--- src/hw/rtl/rgt_pkg.sv ---
`timescale 1ns / 1ps
`default_nettype none

package rgt_pkg;

    // register map
    localparam int unsigned REG_GRID_SIZE_LOG2 = 0;
    localparam logic [3:0]  GRID_LOG2_RESET    = 4'd10;

    localparam int unsigned EXTENT_BITS = 15;
    localparam int unsigned LOG2_BITS   = 4;

    typedef enum logic [2:0] {
        ST_IDLE,
        ST_PLAN,
        ST_CHECK,
        ST_ERR,
        ST_WALK
    } rgt_state_t;

    typedef struct packed {
        logic load;
        logic plan;
        logic emit_tile;
        logic emit_err;
    } rgt_cmd_t;

    typedef struct packed {
        logic too_many;
        logic empty;
        logic last_col;
        logic last_row;
        logic out_free;
    } rgt_status_t;

endpackage

`default_nettype wire

--- src/hw/rtl/rgt_if.sv ---
`timescale 1ns / 1ps
`default_nettype none

interface rgt_rect_if #(
    parameter int COORD_BITS = 16
);
    logic                          valid;
    logic                          ready;
    logic signed [COORD_BITS-1:0]  rect_x;
    logic signed [COORD_BITS-1:0]  rect_y;
    logic [14:0]                   rect_width;
    logic [14:0]                   rect_height;

    modport source (output valid, output rect_x, output rect_y,
                    output rect_width, output rect_height, input ready);
    modport sink (input valid, input rect_x, input rect_y,
                  input rect_width, input rect_height, output ready);
endinterface

interface rgt_tile_if #(
    parameter int COORD_BITS = 16
);
    logic                          valid;
    logic                          ready;
    logic signed [COORD_BITS-1:0]  tile_x;
    logic signed [COORD_BITS-1:0]  tile_y;
    logic [14:0]                   tile_width;
    logic [14:0]                   tile_height;
    logic                          last_tile;
    logic                          span_error;

    modport source (output valid, output tile_x, output tile_y, output tile_width,
                    output tile_height, output last_tile, output span_error,
                    input ready);
    modport sink (input valid, input tile_x, input tile_y, input tile_width,
                  input tile_height, input last_tile, input span_error,
                  output ready);
endinterface

`default_nettype wire

--- src/hw/rtl/rgt_regs.sv ---
`timescale 1ns / 1ps
`default_nettype none

module rgt_regs (
    input  wire logic        clk,
    input  wire logic        rst_n,
    input  wire logic        psel,
    input  wire logic        penable,
    input  wire logic        pwrite,
    input  wire logic [2:0]  paddr,
    input  wire logic [31:0] pwdata,
    output logic [31:0]      prdata,
    output logic             pready,
    output logic [rgt_pkg::LOG2_BITS-1:0] grid_log2
);
    import rgt_pkg::*;

    logic [LOG2_BITS-1:0] grid_log2_reg;
    logic [LOG2_BITS-1:0] grid_log2_next;
    logic                 wr_en;
    logic                 sel_grid;

    // byte address 4*i, low bits ignored
    assign sel_grid = (32'(paddr[2]) == REG_GRID_SIZE_LOG2);
    assign wr_en    = psel && penable && pwrite && pready;
    assign pready   = 1'b1;

    always_comb
    begin
        grid_log2_next = grid_log2_reg;
        if (wr_en && sel_grid)
        begin
            grid_log2_next = pwdata[LOG2_BITS-1:0];
        end
    end

    always_ff @(posedge clk or negedge rst_n)
    begin
        if (!rst_n)
        begin
            grid_log2_reg <= GRID_LOG2_RESET;
        end
        else
        begin
            grid_log2_reg <= grid_log2_next;
        end
    end

    assign prdata    = sel_grid ? {{(32-LOG2_BITS){1'b0}}, grid_log2_reg} : 32'd0;
    assign grid_log2 = grid_log2_reg;

endmodule

`default_nettype wire

--- src/hw/rtl/rgt_ctrl.sv ---
`timescale 1ns / 1ps
`default_nettype none

module rgt_ctrl (
    input  wire logic                  clk,
    input  wire logic                  rst_n,
    input  wire logic                  in_valid,
    output logic                       in_ready,
    input  wire rgt_pkg::rgt_status_t  status,
    output rgt_pkg::rgt_cmd_t          cmd
);
    import rgt_pkg::*;

    rgt_state_t state_reg;
    rgt_state_t state_next;

    always_comb
    begin
        state_next = state_reg;
        unique case (state_reg)
            ST_IDLE:
            begin
                if (in_valid)
                begin
                    state_next = ST_PLAN;
                end
            end
            ST_PLAN:
            begin
                state_next = ST_CHECK;
            end
            ST_CHECK:
            begin
                priority if (status.too_many)
                begin
                    state_next = ST_ERR;
                end
                else if (status.empty)
                begin
                    state_next = ST_IDLE;
                end
                else
                begin
                    state_next = ST_WALK;
                end
            end
            ST_ERR:
            begin
                if (status.out_free)
                begin
                    state_next = ST_IDLE;
                end
            end
            ST_WALK:
            begin
                if (status.out_free && status.last_col && status.last_row)
                begin
                    state_next = ST_IDLE;
                end
            end
            default:
            begin
                state_next = ST_IDLE;
            end
        endcase
    end

    always_comb
    begin
        in_ready      = 1'b0;
        cmd           = '0;
        unique case (state_reg)
            ST_IDLE:
            begin
                in_ready = 1'b1;
                cmd.load = in_valid;
            end
            ST_PLAN:
            begin
                cmd.plan = 1'b1;
            end
            ST_CHECK:
            begin
            end
            ST_ERR:
            begin
                cmd.emit_err = status.out_free;
            end
            ST_WALK:
            begin
                cmd.emit_tile = status.out_free;
            end
            default:
            begin
            end
        endcase
    end

    always_ff @(posedge clk or negedge rst_n)
    begin
        if (!rst_n)
        begin
            state_reg <= ST_IDLE;
        end
        else
        begin
            state_reg <= state_next;
        end
    end

endmodule

`default_nettype wire

--- src/hw/rtl/rgt_dp.sv ---
`timescale 1ns / 1ps
`default_nettype none

module rgt_dp #(
    parameter int MAX_CELLS_PER_AXIS = 8,
    parameter int COORD_BITS         = 16
) (
    input  wire logic                         clk,
    input  wire logic                         rst_n,
    input  wire logic [rgt_pkg::LOG2_BITS-1:0] grid_log2,
    input  wire rgt_pkg::rgt_cmd_t            cmd,
    output rgt_pkg::rgt_status_t              status,
    input  wire logic signed [COORD_BITS-1:0] rect_x,
    input  wire logic signed [COORD_BITS-1:0] rect_y,
    input  wire logic [14:0]                  rect_width,
    input  wire logic [14:0]                  rect_height,
    output logic                              out_valid,
    input  wire logic                         out_ready,
    output logic signed [COORD_BITS-1:0]      tile_x,
    output logic signed [COORD_BITS-1:0]      tile_y,
    output logic [14:0]                       tile_width,
    output logic [14:0]                       tile_height,
    output logic                              last_tile,
    output logic                              span_error
);
    import rgt_pkg::*;

    // room for start + extent, the cell edges beyond it and the sign
    localparam int DW  = ((COORD_BITS > 16) ? COORD_BITS : 16) + 3;
    localparam int CNT = $clog2(MAX_CELLS_PER_AXIS + 1);
    localparam logic signed [DW-1:0] MAXC = DW'(MAX_CELLS_PER_AXIS);

    function automatic logic signed [DW-1:0] clamp(
        input logic signed [DW-1:0] v,
        input logic signed [DW-1:0] lo,
        input logic signed [DW-1:0] hi
    );
        logic signed [DW-1:0] r;
        r = v;
        if (v < lo)
        begin
            r = lo;
        end
        else if (v > hi)
        begin
            r = hi;
        end
        return r;
    endfunction

    logic signed [DW-1:0] sx_reg, sy_reg, ex_reg, ey_reg;
    logic signed [DW-1:0] ncol_reg, nrow_reg;
    logic signed [DW-1:0] minx_reg, maxx_reg, miny_reg, maxy_reg;
    logic signed [DW-1:0] miny0_reg, maxy0_reg;
    logic [CNT-1:0]       col_reg, row_reg;

    logic signed [DW-1:0] step;
    logic signed [DW-1:0] low_mask;
    logic signed [DW-1:0] sx_in, sy_in;
    logic signed [DW-1:0] first_col, first_row, end_col, end_row;
    logic signed [DW-1:0] minx0, miny0;
    logic signed [DW-1:0] px, py, wx, wy;
    logic                 last_col, last_row, out_free;

    logic                         out_valid_reg, out_valid_next;
    logic signed [COORD_BITS-1:0] tile_x_reg, tile_y_reg;
    logic [14:0]                  tile_w_reg, tile_h_reg;
    logic                         last_reg, err_reg;

    assign step     = DW'(1) <<< grid_log2;
    assign low_mask = step - DW'(1);
    assign sx_in    = {{(DW-COORD_BITS){rect_x[COORD_BITS-1]}}, rect_x};
    assign sy_in    = {{(DW-COORD_BITS){rect_y[COORD_BITS-1]}}, rect_y};

    // floor and ceiling of the edges over the spacing
    assign first_col = sx_reg >>> grid_log2;
    assign first_row = sy_reg >>> grid_log2;
    assign end_col   = (ex_reg + low_mask) >>> grid_log2;
    assign end_row   = (ey_reg + low_mask) >>> grid_log2;
    assign minx0     = sx_reg & ~low_mask;
    assign miny0     = sy_reg & ~low_mask;

    assign px = clamp(sx_reg, minx_reg, maxx_reg);
    assign py = clamp(sy_reg, miny_reg, maxy_reg);
    assign wx = clamp(ex_reg, minx_reg, maxx_reg) - px;
    assign wy = clamp(ey_reg, miny_reg, maxy_reg) - py;

    assign last_col = (CNT'(col_reg + 1'b1) == ncol_reg[CNT-1:0]);
    assign last_row = (CNT'(row_reg + 1'b1) == nrow_reg[CNT-1:0]);
    assign out_free = !out_valid_reg || out_ready;

    assign status.too_many = (ncol_reg > MAXC) || (nrow_reg > MAXC);
    assign status.empty    = (ncol_reg <= DW'(0)) || (nrow_reg <= DW'(0));
    assign status.last_col = last_col;
    assign status.last_row = last_row;
    assign status.out_free = out_free;

    always_ff @(posedge clk)
    begin
        if (cmd.load)
        begin
            sx_reg <= sx_in;
            sy_reg <= sy_in;
            ex_reg <= sx_in + {{(DW-EXTENT_BITS){1'b0}}, rect_width};
            ey_reg <= sy_in + {{(DW-EXTENT_BITS){1'b0}}, rect_height};
        end
        if (cmd.plan)
        begin
            ncol_reg  <= end_col - first_col;
            nrow_reg  <= end_row - first_row;
            minx_reg  <= minx0;
            maxx_reg  <= minx0 + step;
            miny_reg  <= miny0;
            maxy_reg  <= miny0 + step;
            miny0_reg <= miny0;
            maxy0_reg <= miny0 + step;
            col_reg   <= '0;
            row_reg   <= '0;
        end
        if (cmd.emit_tile)
        begin
            // rows run fastest, then the next column
            if (last_row)
            begin
                row_reg  <= '0;
                miny_reg <= miny0_reg;
                maxy_reg <= maxy0_reg;
                col_reg  <= CNT'(col_reg + 1'b1);
                minx_reg <= minx_reg + step;
                maxx_reg <= maxx_reg + step;
            end
            else
            begin
                row_reg  <= CNT'(row_reg + 1'b1);
                miny_reg <= miny_reg + step;
                maxy_reg <= maxy_reg + step;
            end
        end
    end

    // output beat register
    always_comb
    begin
        out_valid_next = out_valid_reg;
        if (cmd.emit_tile || cmd.emit_err)
        begin
            out_valid_next = 1'b1;
        end
        else if (out_ready)
        begin
            out_valid_next = 1'b0;
        end
    end

    always_ff @(posedge clk or negedge rst_n)
    begin
        if (!rst_n)
        begin
            out_valid_reg <= 1'b0;
        end
        else
        begin
            out_valid_reg <= out_valid_next;
        end
    end

    always_ff @(posedge clk)
    begin
        if (cmd.emit_tile)
        begin
            tile_x_reg <= px[COORD_BITS-1:0];
            tile_y_reg <= py[COORD_BITS-1:0];
            tile_w_reg <= wx[EXTENT_BITS-1:0];
            tile_h_reg <= wy[EXTENT_BITS-1:0];
            last_reg   <= last_col && last_row;
            err_reg    <= 1'b0;
        end
        else if (cmd.emit_err)
        begin
            tile_x_reg <= '0;
            tile_y_reg <= '0;
            tile_w_reg <= '0;
            tile_h_reg <= '0;
            last_reg   <= 1'b1;
            err_reg    <= 1'b1;
        end
    end

    assign out_valid   = out_valid_reg;
    assign tile_x      = tile_x_reg;
    assign tile_y      = tile_y_reg;
    assign tile_width  = tile_w_reg;
    assign tile_height = tile_h_reg;
    assign last_tile   = last_reg;
    assign span_error  = err_reg;

endmodule

`default_nettype wire

--- src/hw/rtl/rect_grid_tiler.sv ---
`timescale 1ns / 1ps
`default_nettype none

// Splits one rectangle along a square grid of spacing 2^grid_size_log2 and
// sends one beat per grid cell touched, holding the rectangle clipped to that
// cell; cells go column by column with rows varying fastest, and the final
// beat of a rectangle has last_tile set. A rectangle spanning more than
// MAX_CELLS_PER_AXIS cells on either axis gives a single beat with span_error
// and last_tile set and all other fields zero; one covering no cell gives
// nothing. Each rectangle is accepted, planned and checked, then its tiles go
// out one per cycle from the cell walk counters while the tile side does not
// stall; an error rectangle gives its error beat after the check. A new
// rectangle is accepted only once the last one is through, while its last beat
// stays in the output register. grid_size_log2 is register 0 at byte address
// 0 and may only be written while the block is idle.
module rect_grid_tiler #(
    parameter int MAX_CELLS_PER_AXIS = 8,
    parameter int COORD_BITS         = 16
) (
    input  wire logic        clk,
    input  wire logic        rst_n,
    input  wire logic        psel,
    input  wire logic        penable,
    input  wire logic        pwrite,
    input  wire logic [2:0]  paddr,
    input  wire logic [31:0] pwdata,
    output logic [31:0]      prdata,
    output logic             pready,
    rgt_rect_if.sink         rect,
    rgt_tile_if.source       tile
);
    import rgt_pkg::*;

    logic [LOG2_BITS-1:0] grid_log2;
    rgt_cmd_t             cmd;
    rgt_status_t          status;
    logic                 in_ready;

    rgt_regs u_regs (
        .clk       (clk),
        .rst_n     (rst_n),
        .psel      (psel),
        .penable   (penable),
        .pwrite    (pwrite),
        .paddr     (paddr),
        .pwdata    (pwdata),
        .prdata    (prdata),
        .pready    (pready),
        .grid_log2 (grid_log2)
    );

    rgt_ctrl u_ctrl (
        .clk      (clk),
        .rst_n    (rst_n),
        .in_valid (rect.valid),
        .in_ready (in_ready),
        .status   (status),
        .cmd      (cmd)
    );

    assign rect.ready = in_ready;

    rgt_dp #(
        .MAX_CELLS_PER_AXIS (MAX_CELLS_PER_AXIS),
        .COORD_BITS         (COORD_BITS)
    ) u_dp (
        .clk         (clk),
        .rst_n       (rst_n),
        .grid_log2   (grid_log2),
        .cmd         (cmd),
        .status      (status),
        .rect_x      (rect.rect_x),
        .rect_y      (rect.rect_y),
        .rect_width  (rect.rect_width),
        .rect_height (rect.rect_height),
        .out_valid   (tile.valid),
        .out_ready   (tile.ready),
        .tile_x      (tile.tile_x),
        .tile_y      (tile.tile_y),
        .tile_width  (tile.tile_width),
        .tile_height (tile.tile_height),
        .last_tile   (tile.last_tile),
        .span_error  (tile.span_error)
    );

endmodule

`default_nettype wire

--- src/flat_wrapper.sv ---
// flat-port wrapper written by rule: the top's interface ports become plain ports
module rect_grid_tiler_flat import rgt_pkg::*;
#(
    parameter int MAX_CELLS_PER_AXIS = 8,
    parameter int COORD_BITS         = 16
)
  (clk, rst_n, psel, penable, pwrite, paddr, pwdata, prdata, pready, rect_valid, rect_rect_x, rect_rect_y, rect_rect_width, rect_rect_height, rect_ready, tile_valid, tile_tile_x, tile_tile_y, tile_tile_width, tile_tile_height, tile_last_tile, tile_span_error, tile_ready);
  rgt_rect_if #(.COORD_BITS(COORD_BITS)) rect_i ();
  rgt_tile_if #(.COORD_BITS(COORD_BITS)) tile_i ();
  input  wire logic clk;
  input  wire logic rst_n;
  input  wire logic psel;
  input  wire logic penable;
  input  wire logic pwrite;
  input  wire logic [2:0] paddr;
  input  wire logic [31:0] pwdata;
  output logic [31:0] prdata;
  output logic pready;
  input wire logic [$bits(rect_i.valid)-1:0] rect_valid;
  input wire logic [$bits(rect_i.rect_x)-1:0] rect_rect_x;
  input wire logic [$bits(rect_i.rect_y)-1:0] rect_rect_y;
  input wire logic [$bits(rect_i.rect_width)-1:0] rect_rect_width;
  input wire logic [$bits(rect_i.rect_height)-1:0] rect_rect_height;
  output wire logic [$bits(rect_i.ready)-1:0] rect_ready;
  output wire logic [$bits(tile_i.valid)-1:0] tile_valid;
  output wire logic [$bits(tile_i.tile_x)-1:0] tile_tile_x;
  output wire logic [$bits(tile_i.tile_y)-1:0] tile_tile_y;
  output wire logic [$bits(tile_i.tile_width)-1:0] tile_tile_width;
  output wire logic [$bits(tile_i.tile_height)-1:0] tile_tile_height;
  output wire logic [$bits(tile_i.last_tile)-1:0] tile_last_tile;
  output wire logic [$bits(tile_i.span_error)-1:0] tile_span_error;
  input wire logic [$bits(tile_i.ready)-1:0] tile_ready;
  assign rect_i.valid = rect_valid;
  assign rect_i.rect_x = rect_rect_x;
  assign rect_i.rect_y = rect_rect_y;
  assign rect_i.rect_width = rect_rect_width;
  assign rect_i.rect_height = rect_rect_height;
  assign rect_ready = rect_i.ready;
  assign tile_valid = tile_i.valid;
  assign tile_tile_x = tile_i.tile_x;
  assign tile_tile_y = tile_i.tile_y;
  assign tile_tile_width = tile_i.tile_width;
  assign tile_tile_height = tile_i.tile_height;
  assign tile_last_tile = tile_i.last_tile;
  assign tile_span_error = tile_i.span_error;
  assign tile_i.ready = tile_ready;
  rect_grid_tiler #(.MAX_CELLS_PER_AXIS(MAX_CELLS_PER_AXIS), .COORD_BITS(COORD_BITS)) u_core (.clk(clk), .rst_n(rst_n), .psel(psel), .penable(penable), .pwrite(pwrite), .paddr(paddr), .pwdata(pwdata), .prdata(prdata), .pready(pready), .rect(rect_i), .tile(tile_i));
endmodule
--- config.mk ---
export PLATFORM = sky130hd
export DESIGN_NAME = rect_grid_tiler_flat
export DESIGN_NICKNAME = d
export VERILOG_FILES = /design/src/hw/rtl/rgt_pkg.sv /design/src/hw/rtl/rgt_if.sv /design/src/hw/rtl/rgt_regs.sv /design/src/hw/rtl/rgt_ctrl.sv /design/src/hw/rtl/rgt_dp.sv /design/src/hw/rtl/rect_grid_tiler.sv /design/src/flat_wrapper.sv
export SDC_FILE = /design/constraint.sdc
export NUM_CORES = 1
export LEC_CHECK = 0
export ABC_CLOCK_PERIOD_IN_PS = 16149
export BUFFER_PORTS_ARGS = -buffer_cell sky130_fd_sc_hd__buf_2
export CORE_MARGIN = 2
export CORE_UTILIZATION = 55
export CTS_CLUSTER_SIZE = 12
export DETAILED_ROUTE_END_ITERATION = 8
export HOLD_SLACK_MARGIN = 0.08
export PLACE_DENSITY = 0.76
export SYNTH_ARGS = -nofsm -noshare
export SYNTH_HDL_FRONTEND = slang
export SYNTH_HIERARCHICAL = 1
export SYNTH_SLANG_ARGS = --single-unit
--- constraint.sdc ---
create_clock -name clk -period 16.15 [get_ports clk]
set_clock_uncertainty 0.05 [all_clocks]
set_input_delay 1.615 -clock clk [delete_from_list [all_inputs] [get_ports clk]]
set_output_delay 1.615 -clock clk [all_outputs]
set_load 0.03 [all_outputs]
==> flow_results.xml <==
<?xml version="1.0" encoding="UTF-8"?>
<metrics>
  <group name="status">
    <metric name="outcome" unit="">completed</metric>
  </group>
  <group name="sta">
    <metric name="rsz_0062_raised_after_global_routing" unit="">false</metric>
    <metric name="max_freq" unit="GHz">0.09848</metric>
    <metric name="finalSetupViolations" unit="">0</metric>
    <metric name="setup_ws" unit="ns">5.996</metric>
    <metric name="slew_viol_final" unit="">0</metric>
    <metric name="min_period_over_period" unit="%">62.88</metric>
    <metric name="setup_tns" unit="ns">0</metric>
    <metric name="max-slew-margin-rel" unit="%">17.74</metric>
    <metric name="min_period" unit="ns">10.15</metric>
    <metric name="tightest_slew" unit="ns">1.229</metric>
    <metric name="hold_viol_final" unit="">0</metric>
  </group>
  <group name="detailed_routing">
    <metric name="routedWlPerCell" unit="um">21.76</metric>
    <metric name="detail_route.vias_per_cell" unit="">6.509</metric>
    <metric name="dr_vias" unit="">28130</metric>
    <metric name="drt_first_iter_violations" unit="">2883</metric>
    <metric name="ant_nets" unit="">0</metric>
    <metric name="drt-pass1-iter-count" unit="">9</metric>
    <metric name="drc" unit="">0</metric>
    <metric name="wl" unit="mm">94.06</metric>
  </group>
  <group name="grt">
    <metric name="antenna_violations_before_repair" unit="">0</metric>
    <metric name="grt_start_max_net_pins" unit="">141</metric>
    <metric name="grt_pass1_vias" unit="">26430</metric>
    <metric name="track_usage" unit="%">32.54</metric>
    <metric name="globalRoute.totalOverflow" unit="">0</metric>
    <metric name="grt_pass1_wl" unit="mm">144.6</metric>
  </group>
  <group name="floorplan">
    <metric name="starting_density_of_the_core" unit="%">55.41</metric>
    <metric name="chipWidth" unit="um">238.9</metric>
    <metric name="coreArea" unit="um2">54770</metric>
    <metric name="floorplan.rows" unit="">86</metric>
    <metric name="dieHeight" unit="um">238.9</metric>
    <metric name="ios" unit="">203</metric>
    <metric name="floorplan.die_area" unit="um2">57070</metric>
  </group>
  <group name="yosys">
    <metric name="synthFlopType" unit="">sky130_fd_sc_hd__edfxtp_1</metric>
    <metric name="synth_area_leader_cell" unit="">sky130_fd_sc_hd__edfxtp_1</metric>
    <metric name="synth_enable_flop_cells" unit="">247</metric>
    <metric name="netlist_instances" unit="">3528</metric>
    <metric name="synth.distinct_cells" unit="">116</metric>
    <metric name="synth.top_cell.area_share" unit="%">24.44</metric>
    <metric name="synth.cell_area" unit="um2">30350</metric>
    <metric name="synth_top_area_cells" unit="">sky130_fd_sc_hd__edfxtp_1, sky130_fd_sc_hd__ha_1, sky130_fd_sc_hd__a21oi_1</metric>
    <metric name="post_synth.cell_area_avg" unit="um2">8.601</metric>
    <metric name="synth_seq_cells" unit="">298</metric>
    <metric name="synth_async_sr_flop_share" unit="%">2.685</metric>
    <metric name="synth_sequential_area_ratio" unit="%">27.95</metric>
    <metric name="ys.warnings.count" unit="">6</metric>
  </group>
  <group name="clock_network">
    <metric name="clock_tree.htree_level_count" unit="">2</metric>
    <metric name="clock_tree.buffer_depth" unit="">3</metric>
    <metric name="post_cts.repair.setup_buffers" unit="">0</metric>
    <metric name="hold_buf_cts" unit="">0</metric>
    <metric name="clockRootBuffer" unit="">sky130_fd_sc_hd__clkbuf_16</metric>
    <metric name="path_clk_slew" unit="ns">0.06</metric>
    <metric name="clock_sinks" unit="">298</metric>
    <metric name="tritoncts" unit="">yes</metric>
    <metric name="worst_skew_pair.late_latency" unit="ns">0.58</metric>
    <metric name="number_of_buffers_created_by_cts" unit="">39</metric>
    <metric name="cts-resized-gates" unit="">0</metric>
  </group>
  <group name="placed_design">
    <metric name="gp_congestion" unit="">0.9698</metric>
    <metric name="placement.cell_area" unit="um2">31490</metric>
    <metric name="dp_worst_setup_slack" unit="ns">6.432</metric>
    <metric name="hpwlAfterDp" unit="mm">69.67</metric>
    <metric name="io_buffers" unit="">143</metric>
  </group>
  <group name="power_and_ir_drop">
    <metric name="vdd.ir_drop.worst" unit="mV">0.1536</metric>
    <metric name="leakagePower" unit="nW">14.17</metric>
    <metric name="pwr-share-comb" unit="%">68.2</metric>
    <metric name="power_per_cell_area" unit="nW/um2">232.2</metric>
    <metric name="p_seq_share" unit="%">20.4</metric>
    <metric name="power_report.internal_total" unit="mW">3.841</metric>
    <metric name="power.switching_fraction" unit="%">49.50</metric>
    <metric name="p_switching" unit="mW">3.765</metric>
    <metric name="design_power_total" unit="mW">7.606</metric>
    <metric name="clkPwrFrac" unit="%">11.4</metric>
  </group>
  <group name="min_path">
    <metric name="min_path_type" unit="">flip-flop to flip-flop</metric>
  </group>
  <group name="worst_setup_path">
    <metric name="required" unit="ns">16.42</metric>
    <metric name="timing.critical_path.from_type" unit="">flip-flop</metric>
    <metric name="crit_arrival" unit="ns">10.42</metric>
    <metric name="worstSetupPathType" unit="">flip-flop to flip-flop</metric>
    <metric name="timing.reg2reg.setup_slack" unit="ns">6.00</metric>
    <metric name="slowest_stage" unit="">sky130_fd_sc_hd__clkinv_1</metric>
    <metric name="critPathCaptureType" unit="">flip-flop</metric>
    <metric name="crit_fanout" unit="">46</metric>
    <metric name="critical_path.max_stage_delay" unit="ns">0.81</metric>
  </group>
  <group name="run">
    <metric name="drv_cap" unit="">0</metric>
  </group>
  <group name="layout">
    <metric name="final_design_area_no_fill" unit="um2">32750</metric>
    <metric name="final_nets" unit="">4053</metric>
    <metric name="synthToLayoutAreaGrowth" unit="%">7.929</metric>
    <metric name="post_route_cells_drive_above_1_share" unit="%">10.17</metric>
    <metric name="antenna-diode-count" unit="">0</metric>
  </group>
</metrics>
## layout by cell type (no fill, tap or decap), drive strengths merged, types with 35 or more instances in the layout
cell type,netlist,layout
mux2i,117,117
a21o,77,77
a31oi,49,49
inv,185,188
clkbuf,110,52
o21a,57,57
edfxtp,247,247
o21ai,244,244
and3,36,36
nor2b,60,60
xor2,62,62
nand2,280,280
dfxtp,43,43
nor2,339,339
nand4,35,35
nor3,79,79
ha,349,349
a211oi,53,53
buf,83,182
xnor2,119,119
a21oi,269,269
nand3,80,80
## cell type report
class	count	area, um2
fillers	4867	22020
multi-input cells	2877	20390
flip-flops and latches	298	8486
clock buffers	52	1087
repair buffers	182	1021
well taps	704	880.8
inverters	190	713.2
clock inverters	19	173.9
## kinds of logic (layout without fill, tap and decap cells)
kind of cell               count (synthesis)  after routing  synth area share, %
AOI/OAI and AO/OA                       1039           1039                22.49
xor gates and xnor gates                 183            183                5.373
adders and majority gates                362            362                15.21
buffers and inverters                    383            443                5.348
DFF                                      298            298                27.95
muxes                                    159            159                6.090
other                                      3             33              0.03711
and+or+nand+nor                         1101           1101                17.50
## layer usage
layer,up-vias,track usage (%),part of all wire [%]
li1,13150,-,-
met1,13170,41.69,40
met2,1479,52.08,44
met3,331,5.312,9.9
met4,0,18.77,6.3
met5,-,0,0
## Yosys cell counts, types with 60 or more instances
library cell	count
sky130_fd_sc_hd__ha_1	349
sky130_fd_sc_hd__nor2_1	337
sky130_fd_sc_hd__nand2_1	280
sky130_fd_sc_hd__a21oi_1	269
sky130_fd_sc_hd__edfxtp_1	247
sky130_fd_sc_hd__o21ai_0	238
sky130_fd_sc_hd__inv_1	183
sky130_fd_sc_hd__xnor2_1	119
sky130_fd_sc_hd__mux2i_1	116
sky130_fd_sc_hd__clkbuf_1	109
sky130_fd_sc_hd__nand3_1	80
sky130_fd_sc_hd__nor3_1	78
sky130_fd_sc_hd__a21o_1	77
sky130_fd_sc_hd__xor2_1	62
sky130_fd_sc_hd__nor2b_1	60
## per-stage QoR
step                hold WS, ns  std cells  utilization, %
global route             0.4505       4322           59.80
CTS                      0.4349       4322           59.80
floorplan                0.4016       3558               -
global placement         0.4091       4251           57.50
detailed placement       0.4247       4251           57.50
finish                   0.4281       4322           59.80
## critical path, delay by kind of cell, from the launching register on
family                   cells  cell delay, ns
multiplexers                 1            0.38
adder cells (fa/ha/maj)      3            1.19
AND/OR/NAND/NOR              5            1.81
XOR/XNOR                     2            0.47
flip-flops                   1            0.69
buffers and inverters        4            1.47
AO/OA/AOI/OAI               14            3.72
## final timing paths
kind | end | depth (start not counted) | from
min | u_core/u_dp/span_error | 2 | u_core/u_dp/span_error
max in group asynchronous | u_core/u_regs/grid_log2[1] | 1 | rst_n
max | u_core/u_dp/ncol_reg[18] | 29 | u_core/u_regs/grid_log2[0]
max reg2reg | u_core/u_dp/ncol_reg[18] | 29 | u_core/u_regs/grid_log2[0]
min reg2reg | u_core/u_dp/span_error | 2 | u_core/u_dp/span_error
min in group asynchronous | u_core/u_dp/out_valid | 1 | rst_n
## power by group through the flow
stage / Sequential, mW / Combinational [mW] / Clock (mW)
3_3_place_gp: 1.54 / 4.97 / 0
2_1_floorplan: 1.49 / 3.90 / 0
6_report: 1.55 / 5.19 / 0.865
3_5_place_dp: 1.55 / 5.05 / 0
5_1_grt: 1.57 / 5.72 / 0.901
4_1_cts: 1.54 / 5.10 / 0.878
Note: power is estimated with default switching activity, not from simulation.
